===== src/sde_pkg.sv =====
package sde_pkg;

    // the variance quotient carries this many fraction bits (sd carries half)
    localparam int FRAC_SHIFT = 16;

    typedef enum logic [7:0] {
        ST_IDLE   = 8'b0000_0001,
        ST_MUL_P  = 8'b0000_0010,
        ST_MUL_Q  = 8'b0000_0100,
        ST_SUB    = 8'b0000_1000,
        ST_MUL_D  = 8'b0001_0000,
        ST_DIV    = 8'b0010_0000,
        ST_SQRT   = 8'b0100_0000,
        ST_FINISH = 8'b1000_0000
    } state_t;

    // commands from the sequencer to the datapath
    typedef struct packed {
        logic accum;      // take the sample on the input ports
        logic mul_p;      // shift-add step of n * sum of squares
        logic mul_q;      // shift-add step of |sum| * |sum|
        logic mul_d;      // shift-add step of n * n
        logic save_num;   // park n * sum of squares in the divide register
        logic sub;        // numerator minus squared sum, clamped at zero
        logic div_step;   // one restoring divide step
        logic sqrt_step;  // one digit of the square root
        logic finish;     // load the result word and clear the run
    } cmd_t;

endpackage


===== src/sde_ctrl.sv =====
module sde_ctrl
    import sde_pkg::*;
#(
    parameter int SAMPLE_BITS = 16,
    parameter int MAX_SAMPLES = 1024,
    localparam int CW  = $clog2(MAX_SAMPLES + 1),
    localparam int S1W = SAMPLE_BITS + CW - 1,
    localparam int S2W = 2 * SAMPLE_BITS + CW - 1,
    localparam int MW  = S1W,
    localparam int AW  = S2W + CW,
    localparam int DW  = AW + FRAC_SHIFT,
    localparam int RW  = SAMPLE_BITS + 8,
    localparam int CTW = $clog2(DW)
)
(
    input  logic           clk,
    input  logic           rst_n,
    input  logic           start,
    input  logic           last,
    output logic           busy,
    output cmd_t           cmd,
    output logic [CTW-1:0] step_idx
);

    localparam logic [CTW-1:0] MUL_LAST  = CTW'(MW - 1);
    localparam logic [CTW-1:0] DIV_LAST  = CTW'(DW - 1);
    localparam logic [CTW-1:0] SQRT_LAST = CTW'(RW - 1);

    state_t         state_reg;
    state_t         state_next;
    logic [CTW-1:0] ctr_reg;
    logic [CTW-1:0] ctr_next;

    always_ff @(posedge clk or negedge rst_n)
    begin
        if (!rst_n)
        begin
            state_reg <= ST_IDLE;
            ctr_reg   <= '0;
        end
        else
        begin
            state_reg <= state_next;
            ctr_reg   <= ctr_next;
        end
    end

    always_comb
    begin
        state_next = state_reg;
        ctr_next   = ctr_reg + CTW'(1);
        cmd        = '0;
        unique case (state_reg)
            ST_IDLE:
            begin
                ctr_next  = '0;
                cmd.accum = start;
                if (start && last)
                begin
                    state_next = ST_MUL_P;
                end
            end
            ST_MUL_P:
            begin
                cmd.mul_p = 1'b1;
                if (ctr_reg == MUL_LAST)
                begin
                    cmd.save_num = 1'b1;
                    ctr_next     = '0;
                    state_next   = ST_MUL_Q;
                end
            end
            ST_MUL_Q:
            begin
                cmd.mul_q = 1'b1;
                if (ctr_reg == MUL_LAST)
                begin
                    ctr_next   = '0;
                    state_next = ST_SUB;
                end
            end
            ST_SUB:
            begin
                cmd.sub    = 1'b1;
                ctr_next   = '0;
                state_next = ST_MUL_D;
            end
            ST_MUL_D:
            begin
                cmd.mul_d = 1'b1;
                if (ctr_reg == MUL_LAST)
                begin
                    ctr_next   = '0;
                    state_next = ST_DIV;
                end
            end
            ST_DIV:
            begin
                cmd.div_step = 1'b1;
                if (ctr_reg == DIV_LAST)
                begin
                    ctr_next   = '0;
                    state_next = ST_SQRT;
                end
            end
            ST_SQRT:
            begin
                cmd.sqrt_step = 1'b1;
                if (ctr_reg == SQRT_LAST)
                begin
                    ctr_next   = '0;
                    state_next = ST_FINISH;
                end
            end
            ST_FINISH:
            begin
                cmd.finish = 1'b1;
                ctr_next   = '0;
                state_next = ST_IDLE;
            end
            default:
            begin
                ctr_next   = '0;
                state_next = ST_IDLE;
            end
        endcase
    end

    assign busy     = (state_reg != ST_IDLE);
    assign step_idx = ctr_reg;

endmodule


===== src/sde_datapath.sv =====
module sde_datapath
    import sde_pkg::*;
#(
    parameter int SAMPLE_BITS = 16,
    parameter int MAX_SAMPLES = 1024,
    localparam int SB   = SAMPLE_BITS,
    localparam int CW   = $clog2(MAX_SAMPLES + 1),
    localparam int S1W  = SB + CW - 1,
    localparam int S2W  = 2 * SB + CW - 1,
    localparam int MW   = S1W,
    localparam int AW   = S2W + CW,
    localparam int DW   = AW + FRAC_SHIFT,
    localparam int RW   = SB + 8,
    localparam int DENW = 2 * CW,
    localparam int CTW  = $clog2(DW),
    localparam int IDXW = $clog2(MW)
)
(
    input  logic           clk,
    input  logic           rst_n,
    input  cmd_t           cmd,
    input  logic [CTW-1:0] step_idx,
    input  logic [SB-1:0]  sample,
    output logic           done,
    output logic [RW-1:0]  std_dev,
    output logic [CW-1:0]  sample_count,
    output logic           overflowed
);

    // running state of the current run
    logic signed [S1W-1:0] sum_reg;
    logic [S2W-1:0]        sq_sum_reg;
    logic [CW-1:0]         count_reg;
    logic                  dropped_reg;

    // back end working registers
    logic [AW-1:0]   acc_reg;
    logic [DW-1:0]   dq_reg;
    logic [DENW-1:0] rem_reg;
    logic [RW-1:0]   root_reg;
    logic [RW+1:0]   srem_reg;

    // result word
    logic [RW-1:0] std_dev_reg;
    logic [CW-1:0] count_out_reg;
    logic          ovf_reg;
    logic          done_reg;

    logic signed [SB-1:0]   sample_s;
    logic signed [2*SB-1:0] sample_sq;
    logic signed [S1W-1:0]  sample_ext;
    logic [S2W-1:0]         sq_ext;
    logic                   room;
    logic [S1W-1:0]         sum_abs;
    logic [AW-1:0]          mcand;
    logic [MW-1:0]          mplier;
    logic                   mul_bit;
    logic [AW-1:0]          acc_step;
    logic [AW-1:0]          num_hi;
    logic                   num_ge;
    logic [AW-1:0]          num_diff;
    logic [DENW:0]          div_shift;
    logic [DENW:0]          div_den;
    logic                   div_ge;
    logic [DENW:0]          div_sub;
    logic [RW+3:0]          sqrt_t;
    logic [RW+3:0]          sqrt_trial;
    logic                   sqrt_ge;
    logic [RW+3:0]          sqrt_sub;

    // accumulation front end
    assign sample_s   = sample;
    assign sample_sq  = sample_s * sample_s;
    assign sample_ext = {{(S1W - SB){sample[SB-1]}}, sample};
    assign sq_ext     = {{(S2W - 2 * SB){1'b0}}, sample_sq};
    assign room       = (count_reg < CW'(MAX_SAMPLES));

    assign sum_abs = sum_reg[S1W-1] ? (~sum_reg + S1W'(1)) : sum_reg;

    // shared shift-add multiplier, multiplier bits taken msb first
    always_comb
    begin
        priority if (cmd.mul_p)
        begin
            mcand = {{CW{1'b0}}, sq_sum_reg};
        end
        else if (cmd.mul_q)
        begin
            mcand = {{(AW - S1W){1'b0}}, sum_abs};
        end
        else
        begin
            mcand = {{(AW - CW){1'b0}}, count_reg};
        end
    end

    assign mplier   = cmd.mul_q ? sum_abs : {{(MW - CW){1'b0}}, count_reg};
    assign mul_bit  = mplier[IDXW'(MW - 1) - step_idx[IDXW-1:0]];
    assign acc_step = {acc_reg[AW-2:0], 1'b0} + (mul_bit ? mcand : '0);

    // n*S2 - S1^2, clamped at zero
    assign num_hi   = dq_reg[DW-1:FRAC_SHIFT];
    assign num_ge   = (num_hi >= acc_reg);
    assign num_diff = num_hi - acc_reg;

    // restoring divide by n*n, quotient bits shift in at the bottom
    assign div_shift = {rem_reg, dq_reg[DW-1]};
    assign div_den   = {1'b0, acc_reg[DENW-1:0]};
    assign div_ge    = (div_shift >= div_den);
    assign div_sub   = div_shift - div_den;

    // digit-by-digit square root over the low quotient bits
    assign sqrt_t     = {srem_reg, dq_reg[2*RW-1 -: 2]};
    assign sqrt_trial = {2'b00, root_reg, 2'b01};
    assign sqrt_ge    = (sqrt_t >= sqrt_trial);
    assign sqrt_sub   = sqrt_t - sqrt_trial;

    always_ff @(posedge clk or negedge rst_n)
    begin
        if (!rst_n)
        begin
            sum_reg     <= '0;
            sq_sum_reg  <= '0;
            count_reg   <= '0;
            dropped_reg <= 1'b0;
            done_reg    <= 1'b0;
        end
        else
        begin
            done_reg <= cmd.finish;
            if (cmd.finish)
            begin
                sum_reg     <= '0;
                sq_sum_reg  <= '0;
                count_reg   <= '0;
                dropped_reg <= 1'b0;
            end
            else if (cmd.accum)
            begin
                if (room)
                begin
                    sum_reg    <= sum_reg + sample_ext;
                    sq_sum_reg <= sq_sum_reg + sq_ext;
                    count_reg  <= count_reg + CW'(1);
                end
                else
                begin
                    dropped_reg <= 1'b1;
                end
            end
        end
    end

    always_ff @(posedge clk)
    begin
        if (cmd.accum || cmd.save_num || cmd.sub)
        begin
            acc_reg <= '0;
        end
        else if (cmd.mul_p || cmd.mul_q || cmd.mul_d)
        begin
            acc_reg <= acc_step;
        end

        if (cmd.save_num)
        begin
            dq_reg <= {acc_step, {FRAC_SHIFT{1'b0}}};
        end
        else if (cmd.sub)
        begin
            dq_reg <= {(num_ge ? num_diff : {AW{1'b0}}), {FRAC_SHIFT{1'b0}}};
        end
        else if (cmd.div_step)
        begin
            dq_reg <= {dq_reg[DW-2:0], div_ge};
        end
        else if (cmd.sqrt_step)
        begin
            dq_reg <= {dq_reg[DW-3:0], 2'b00};
        end

        if (cmd.sub)
        begin
            rem_reg  <= '0;
            root_reg <= '0;
            srem_reg <= '0;
        end
        else if (cmd.div_step)
        begin
            rem_reg <= div_ge ? div_sub[DENW-1:0] : div_shift[DENW-1:0];
        end
        else if (cmd.sqrt_step)
        begin
            root_reg <= {root_reg[RW-2:0], sqrt_ge};
            srem_reg <= sqrt_ge ? sqrt_sub[RW+1:0] : sqrt_t[RW+1:0];
        end

        if (cmd.finish)
        begin
            std_dev_reg   <= (count_reg == '0) ? '0 : root_reg;
            count_out_reg <= count_reg;
            ovf_reg       <= dropped_reg;
        end
    end

    assign done         = done_reg;
    assign std_dev      = std_dev_reg;
    assign sample_count = count_out_reg;
    assign overflowed   = ovf_reg;

endmodule


===== src/standard_deviation_engine_unit.sv =====
// channel   direction  handshake             word
// -------   ---------  --------------------  ---------------------------------------
// sample    in         start & !busy         sample, last
// result    out        done (one-cycle)      std_dev, sample_count, overflowed
//
// samples are taken one per cycle while busy is low; the word with last set
// closes the run and raises busy while the back end forms n*S2 and S1^2 on the
// shared shift-add multiplier, subtracts them with a clamp at zero, forms n*n,
// then runs the bit-serial divider and the bit-serial square root and loads the
// result word
// done pulses in the first cycle with busy low; a new run may start in that cycle
// rst_n clears the sequencer and the running sums; there is no stall on the
// result side, so done marks each result word for exactly one cycle
module standard_deviation_engine_unit
    import sde_pkg::*;
#(
    parameter int MAX_SAMPLES = 1024,
    parameter int SAMPLE_BITS = 16
)
(
    input  logic                               clk,
    input  logic                               rst_n,
    input  logic                               start,
    output logic                               busy,
    input  logic [SAMPLE_BITS-1:0]             sample,
    input  logic                               last,
    output logic                               done,
    output logic [SAMPLE_BITS+7:0]             std_dev,
    output logic [$clog2(MAX_SAMPLES+1)-1:0]   sample_count,
    output logic                               overflowed
);

    // widths of the back end, kept in step with the two submodules
    localparam int CW  = $clog2(MAX_SAMPLES + 1);
    localparam int AW  = 2 * SAMPLE_BITS + 2 * CW - 1;
    localparam int DW  = AW + FRAC_SHIFT;
    localparam int CTW = $clog2(DW);

    cmd_t           cmd;
    logic [CTW-1:0] step_idx;

    // sequencer: accepts words while idle, then walks the back end phases
    sde_ctrl #(
        .SAMPLE_BITS (SAMPLE_BITS),
        .MAX_SAMPLES (MAX_SAMPLES)
    ) u_ctrl (
        .clk      (clk),
        .rst_n    (rst_n),
        .start    (start),
        .last     (last),
        .busy     (busy),
        .cmd      (cmd),
        .step_idx (step_idx)
    );

    // datapath: running sums, shared multiplier, divider, root and result word
    sde_datapath #(
        .SAMPLE_BITS (SAMPLE_BITS),
        .MAX_SAMPLES (MAX_SAMPLES)
    ) u_datapath (
        .clk          (clk),
        .rst_n        (rst_n),
        .cmd          (cmd),
        .step_idx     (step_idx),
        .sample       (sample),
        .done         (done),
        .std_dev      (std_dev),
        .sample_count (sample_count),
        .overflowed   (overflowed)
    );

endmodule

===== config.mk =====
export PLATFORM = sky130hd
export DESIGN_NAME = standard_deviation_engine_unit
export DESIGN_NICKNAME = d
export VERILOG_FILES = /design/src/sde_pkg.sv /design/src/sde_ctrl.sv /design/src/sde_datapath.sv /design/src/standard_deviation_engine_unit.sv
export SDC_FILE = /design/constraint.sdc
export NUM_CORES = 2
export LEC_CHECK = 0
export CORE_ASPECT_RATIO = 0.9
export CORE_MARGIN = 1
export CORE_UTILIZATION = 30
export CTS_CLUSTER_SIZE = 14
export DETAILED_ROUTE_END_ITERATION = 12
export DONT_BUFFER_PORTS = 1
export GPL_TIMING_DRIVEN = 1
export PLACE_DENSITY = 0.43
export SLEW_MARGIN = 15
export SYNTH_ARGS = -nofsm -noshare
export SYNTH_HDL_FRONTEND = slang
export SYNTH_SLANG_ARGS = --single-unit

===== constraint.sdc =====
create_clock -name clk -period 6.75 [get_ports clk]
set_clock_uncertainty 0.2 [all_clocks]
set_input_delay 0 -clock clk [delete_from_list [all_inputs] [get_ports clk]]
set_output_delay 0 -clock clk [all_outputs]
set_load 0.02 [all_outputs]

==> flow_summary.json <==
{
  "arrival_ns": 6.96,
  "crit_required_ns": 7.01,
  "cts_tree": "built",
  "cp-end-kind": "register",
  "track_usage": 0.1872,
  "setup_ws_ns": 0.04923,
  "dr.pass1.iters": 6,
  "ys.flop_type": "dfxtp_1",
  "core_region_area_um2": 113600,
  "stdcell_count": 6012,
  "critical_path.max_stage_delay_ns": 0.55,
  "antenna_cells": 0,
  "viasPerCell": 4.971,
  "r2r_start": "u_datapath.sum_reg[16]",
  "grt-ovfl-total": 0,
  "dp_cells": 5850,
  "netlist.area_leader.share": 0.1408,
  "synthSimpleGateAreaFrac": 0.1620,
  "syn_to_final_growth_pct": 20.76,
  "numCtsBuffers": 43,
  "port_buffers": 0,
  "synthCells": 4174,
  "io_pins": 58,
  "fin_nets": 5047,
  "relSlewSlack": 0.2599,
  "cp_top_family": "adder cells",
  "drc": 0,
  "synth_compound_area_frac": 0.2049,
  "muxShareOfSynthArea": 0.01796,
  "layout_common_cells": "471 x inv_1, 446 x nand2_1, 389 x buf_4",
  "synthArstFlopShare": 0.2945,
  "hp-class": "input pin to register",
  "htree_levels": 2,
  "insertion_delay_ns": 0.60,
  "tns_ns": 0,
  "route.vias.total": 29890,
  "fmax_mhz": 149.2,
  "crit_fanout": 16,
  "setup_viol": 0,
  "reg2reg_depth": 26,
  "worstSetupPathType": "input pin to register",
  "routedWlPerCell_um": 18.29,
  "synthTopCellsByArea": "fa_1 14%, ha_1 11%, dfxtp_1 8.2%",
  "cp_num_buf_inv": 7,
  "final_core_util": 0.3674,
  "critPathLaunchType": "input pin",
  "reg2reg_to": "u_datapath.dq_reg[63]",
  "gp_congestion": 0.8468,
  "cap_violations": 0,
  "multi_input_area_um2": 24990,
  "finalCritPeriodShare": 0.9927,
  "largest_register_ffs": 69,
  "fin_crit_ns": 6.701,
  "start_util": 0.3042,
  "synth_top_area_cell": "fa_1",
  "root_buffer": "clkbuf_16",
  "mostFrequentLayoutCell": "inv_1",
  "synth.distinct_cells": 85,
  "yosysSeqAreaShare": 0.2285,
  "grt_pass1_vias": 30090,
  "grt_max_degree": 114,
  "dp_slack_ns": -0.7679,
  "synth_fa_ha_area_frac": 0.2468,
  "path_clk_slew_ns": 0.06,
  "grt_pass1_wl_um": 174200,
  "synth_area_um2": 34560,
  "yosys_warnings": 0,
  "dieArea_um2": 116600,
  "tightest_slew_ns": 1.110,
  "crit_top_cell": "fa_1",
  "avgSynthCellArea_um2": 8.280,
  "synth_nets": 4730,
  "hold_viol_final": 0,
  "numClockSinks": 326,
  "regArea_um2": 7899,
  "synth_xor_area_frac": 0.06614,
  "cp_num_cells": 30,
  "fillers": 11850,
  "slew_violations": 0,
  "die_w_um": 359.8,
  "clockBufferDepth": 3,
  "outcome": "finished clean",
  "reg2reg_slack_ns": 0.26,
  "drtIter0Drc": 1760,
  "cp-startpoint": "sample[1]",
  "drive_gt1_frac": 0.1421,
  "rsz0062_at_grt": "yes",
  "ys_seq_elements": 326,
  "antenna_found_initial": 0,
  "synth_edf_count": 89,
  "crit_end": "u_datapath.sq_sum_reg[32]",
  "detailedPlacementHpwl_um": 83960,
  "synth_top_family_by_area": "adder cells",
  "antenna_left": 0,
  "row_count": 117,
  "cp_slowest_cell": "fa_1",
  "die_height_um": 324.0,
  "drt-total-wl_um": 109900
}
worst reg2reg max path: stages, from the launching register on:
cell and delay, ns:
dfrtp_1 0.38, or4_1 0.61, or4_4 0.49, or4_4 0.46, nor4b_2 0.25, buf_4 0.16, a41oi_1 0.11, o211ai_1 0.20
o2bb2ai_4 0.19, nor2_2 0.15, buf_4 0.13, ha_1 0.16, inv_1 0.06, fa_1 0.40, nor2b_2 0.21, o31ai_4 0.11
a211oi_2 0.29, o2111ai_1 0.17, buf_4 0.19, a21oi_4 0.20, o2111ai_1 0.14, buf_4 0.18, a21oi_1 0.13, buf_4 0.16
nand3_1 0.12, xnor2_2 0.21, o221ai_1 0.14
repair_timing:
item	in CTS	in global routing
cloned	0	2
gates resized for setup	12	92
buffers inserted	1	22
hold endpoints to repair	154	0
pin swaps	2	65
endpoints found under the setup margin	32	54
hold buffers	60	0
metrics by stage:
| stage | instance area (um^2) | hold WS, ns |
|---|---|---|
| final | 41740 | 0.09470 |
| after global routing | 41740 | 0.1331 |
| after CTS | 41060 | 0.07188 |
| after detailed placement | 38920 | -0.4894 |
| after global placement | 38920 | -0.4897 |
| after floorplan | 34970 | -0.4956 |
routing by layer:
metal / part of all wire / track usage / vias up
li1: - / - / 15040
met1: 0.51 / 0.2721 / 14300
met2: 0.43 / 0.2931 / 426
met3: 0.032 / 0.01890 / 123
met4: 0.027 / 0.05166 / 0
met5: 0 / 0 / -
cells in the mapped netlist, types with 36 or more instances:
master and count:
and2_1 95, xnor2_1 164, nor3_1 64, nand3_1 118
o21ai_0 270, ha_1 293, nor2_1 227, a21oi_1 364
clkbuf_1 164, fa_1 243, dfrtp_1 95, dfxtp_1 141
inv_1 485, a211oi_1 38, nand4_1 41, a31oi_1 36
nand2_1 455, xor2_1 97, a21o_1 126, mux2i_1 53
edfxtp_1 89
worst min-delay path by stage:
stage / from / to / slack (ns) / cells past startpoint
after floorplan: rst_n / u_ctrl.state_reg[1] / -0.50 / 0
after global placement: rst_n / u_ctrl.state_reg[1] / -0.49 / 0
after detailed placement: rst_n / u_datapath.dropped_reg / -0.49 / 0
after CTS: sample[1] / u_datapath.sq_sum_reg[3] / 0.07 / 6
after global routing: start / u_ctrl.state_reg[0] / 0.13 / 4
final: sample[1] / u_datapath.sq_sum_reg[3] / 0.09 / 6
final cells by class:
cell class	instances	share of cell area
Timing Repair Buffer	459	0.08898
Clock buffer	60	0.02854
Sequential cell	326	0.1893
Inverter	485	0.04386
Multi-Input combinational cell	3176	0.5989
Tap cell	1487	0.04458
Clock inverter	19	0.005936
cell families after synthesis:
family	count (synthesis)
muxes	59
xor gates and xnor gates	261
and+or+nand+nor	1188
AOI/OAI and AO/OA	1132
adders and majority gates	536
buffers and inverters	672
DFF	326
Power is not shown: default switching activity piles up to over one toggle a cycle in this logic, so the estimate is an artifact.
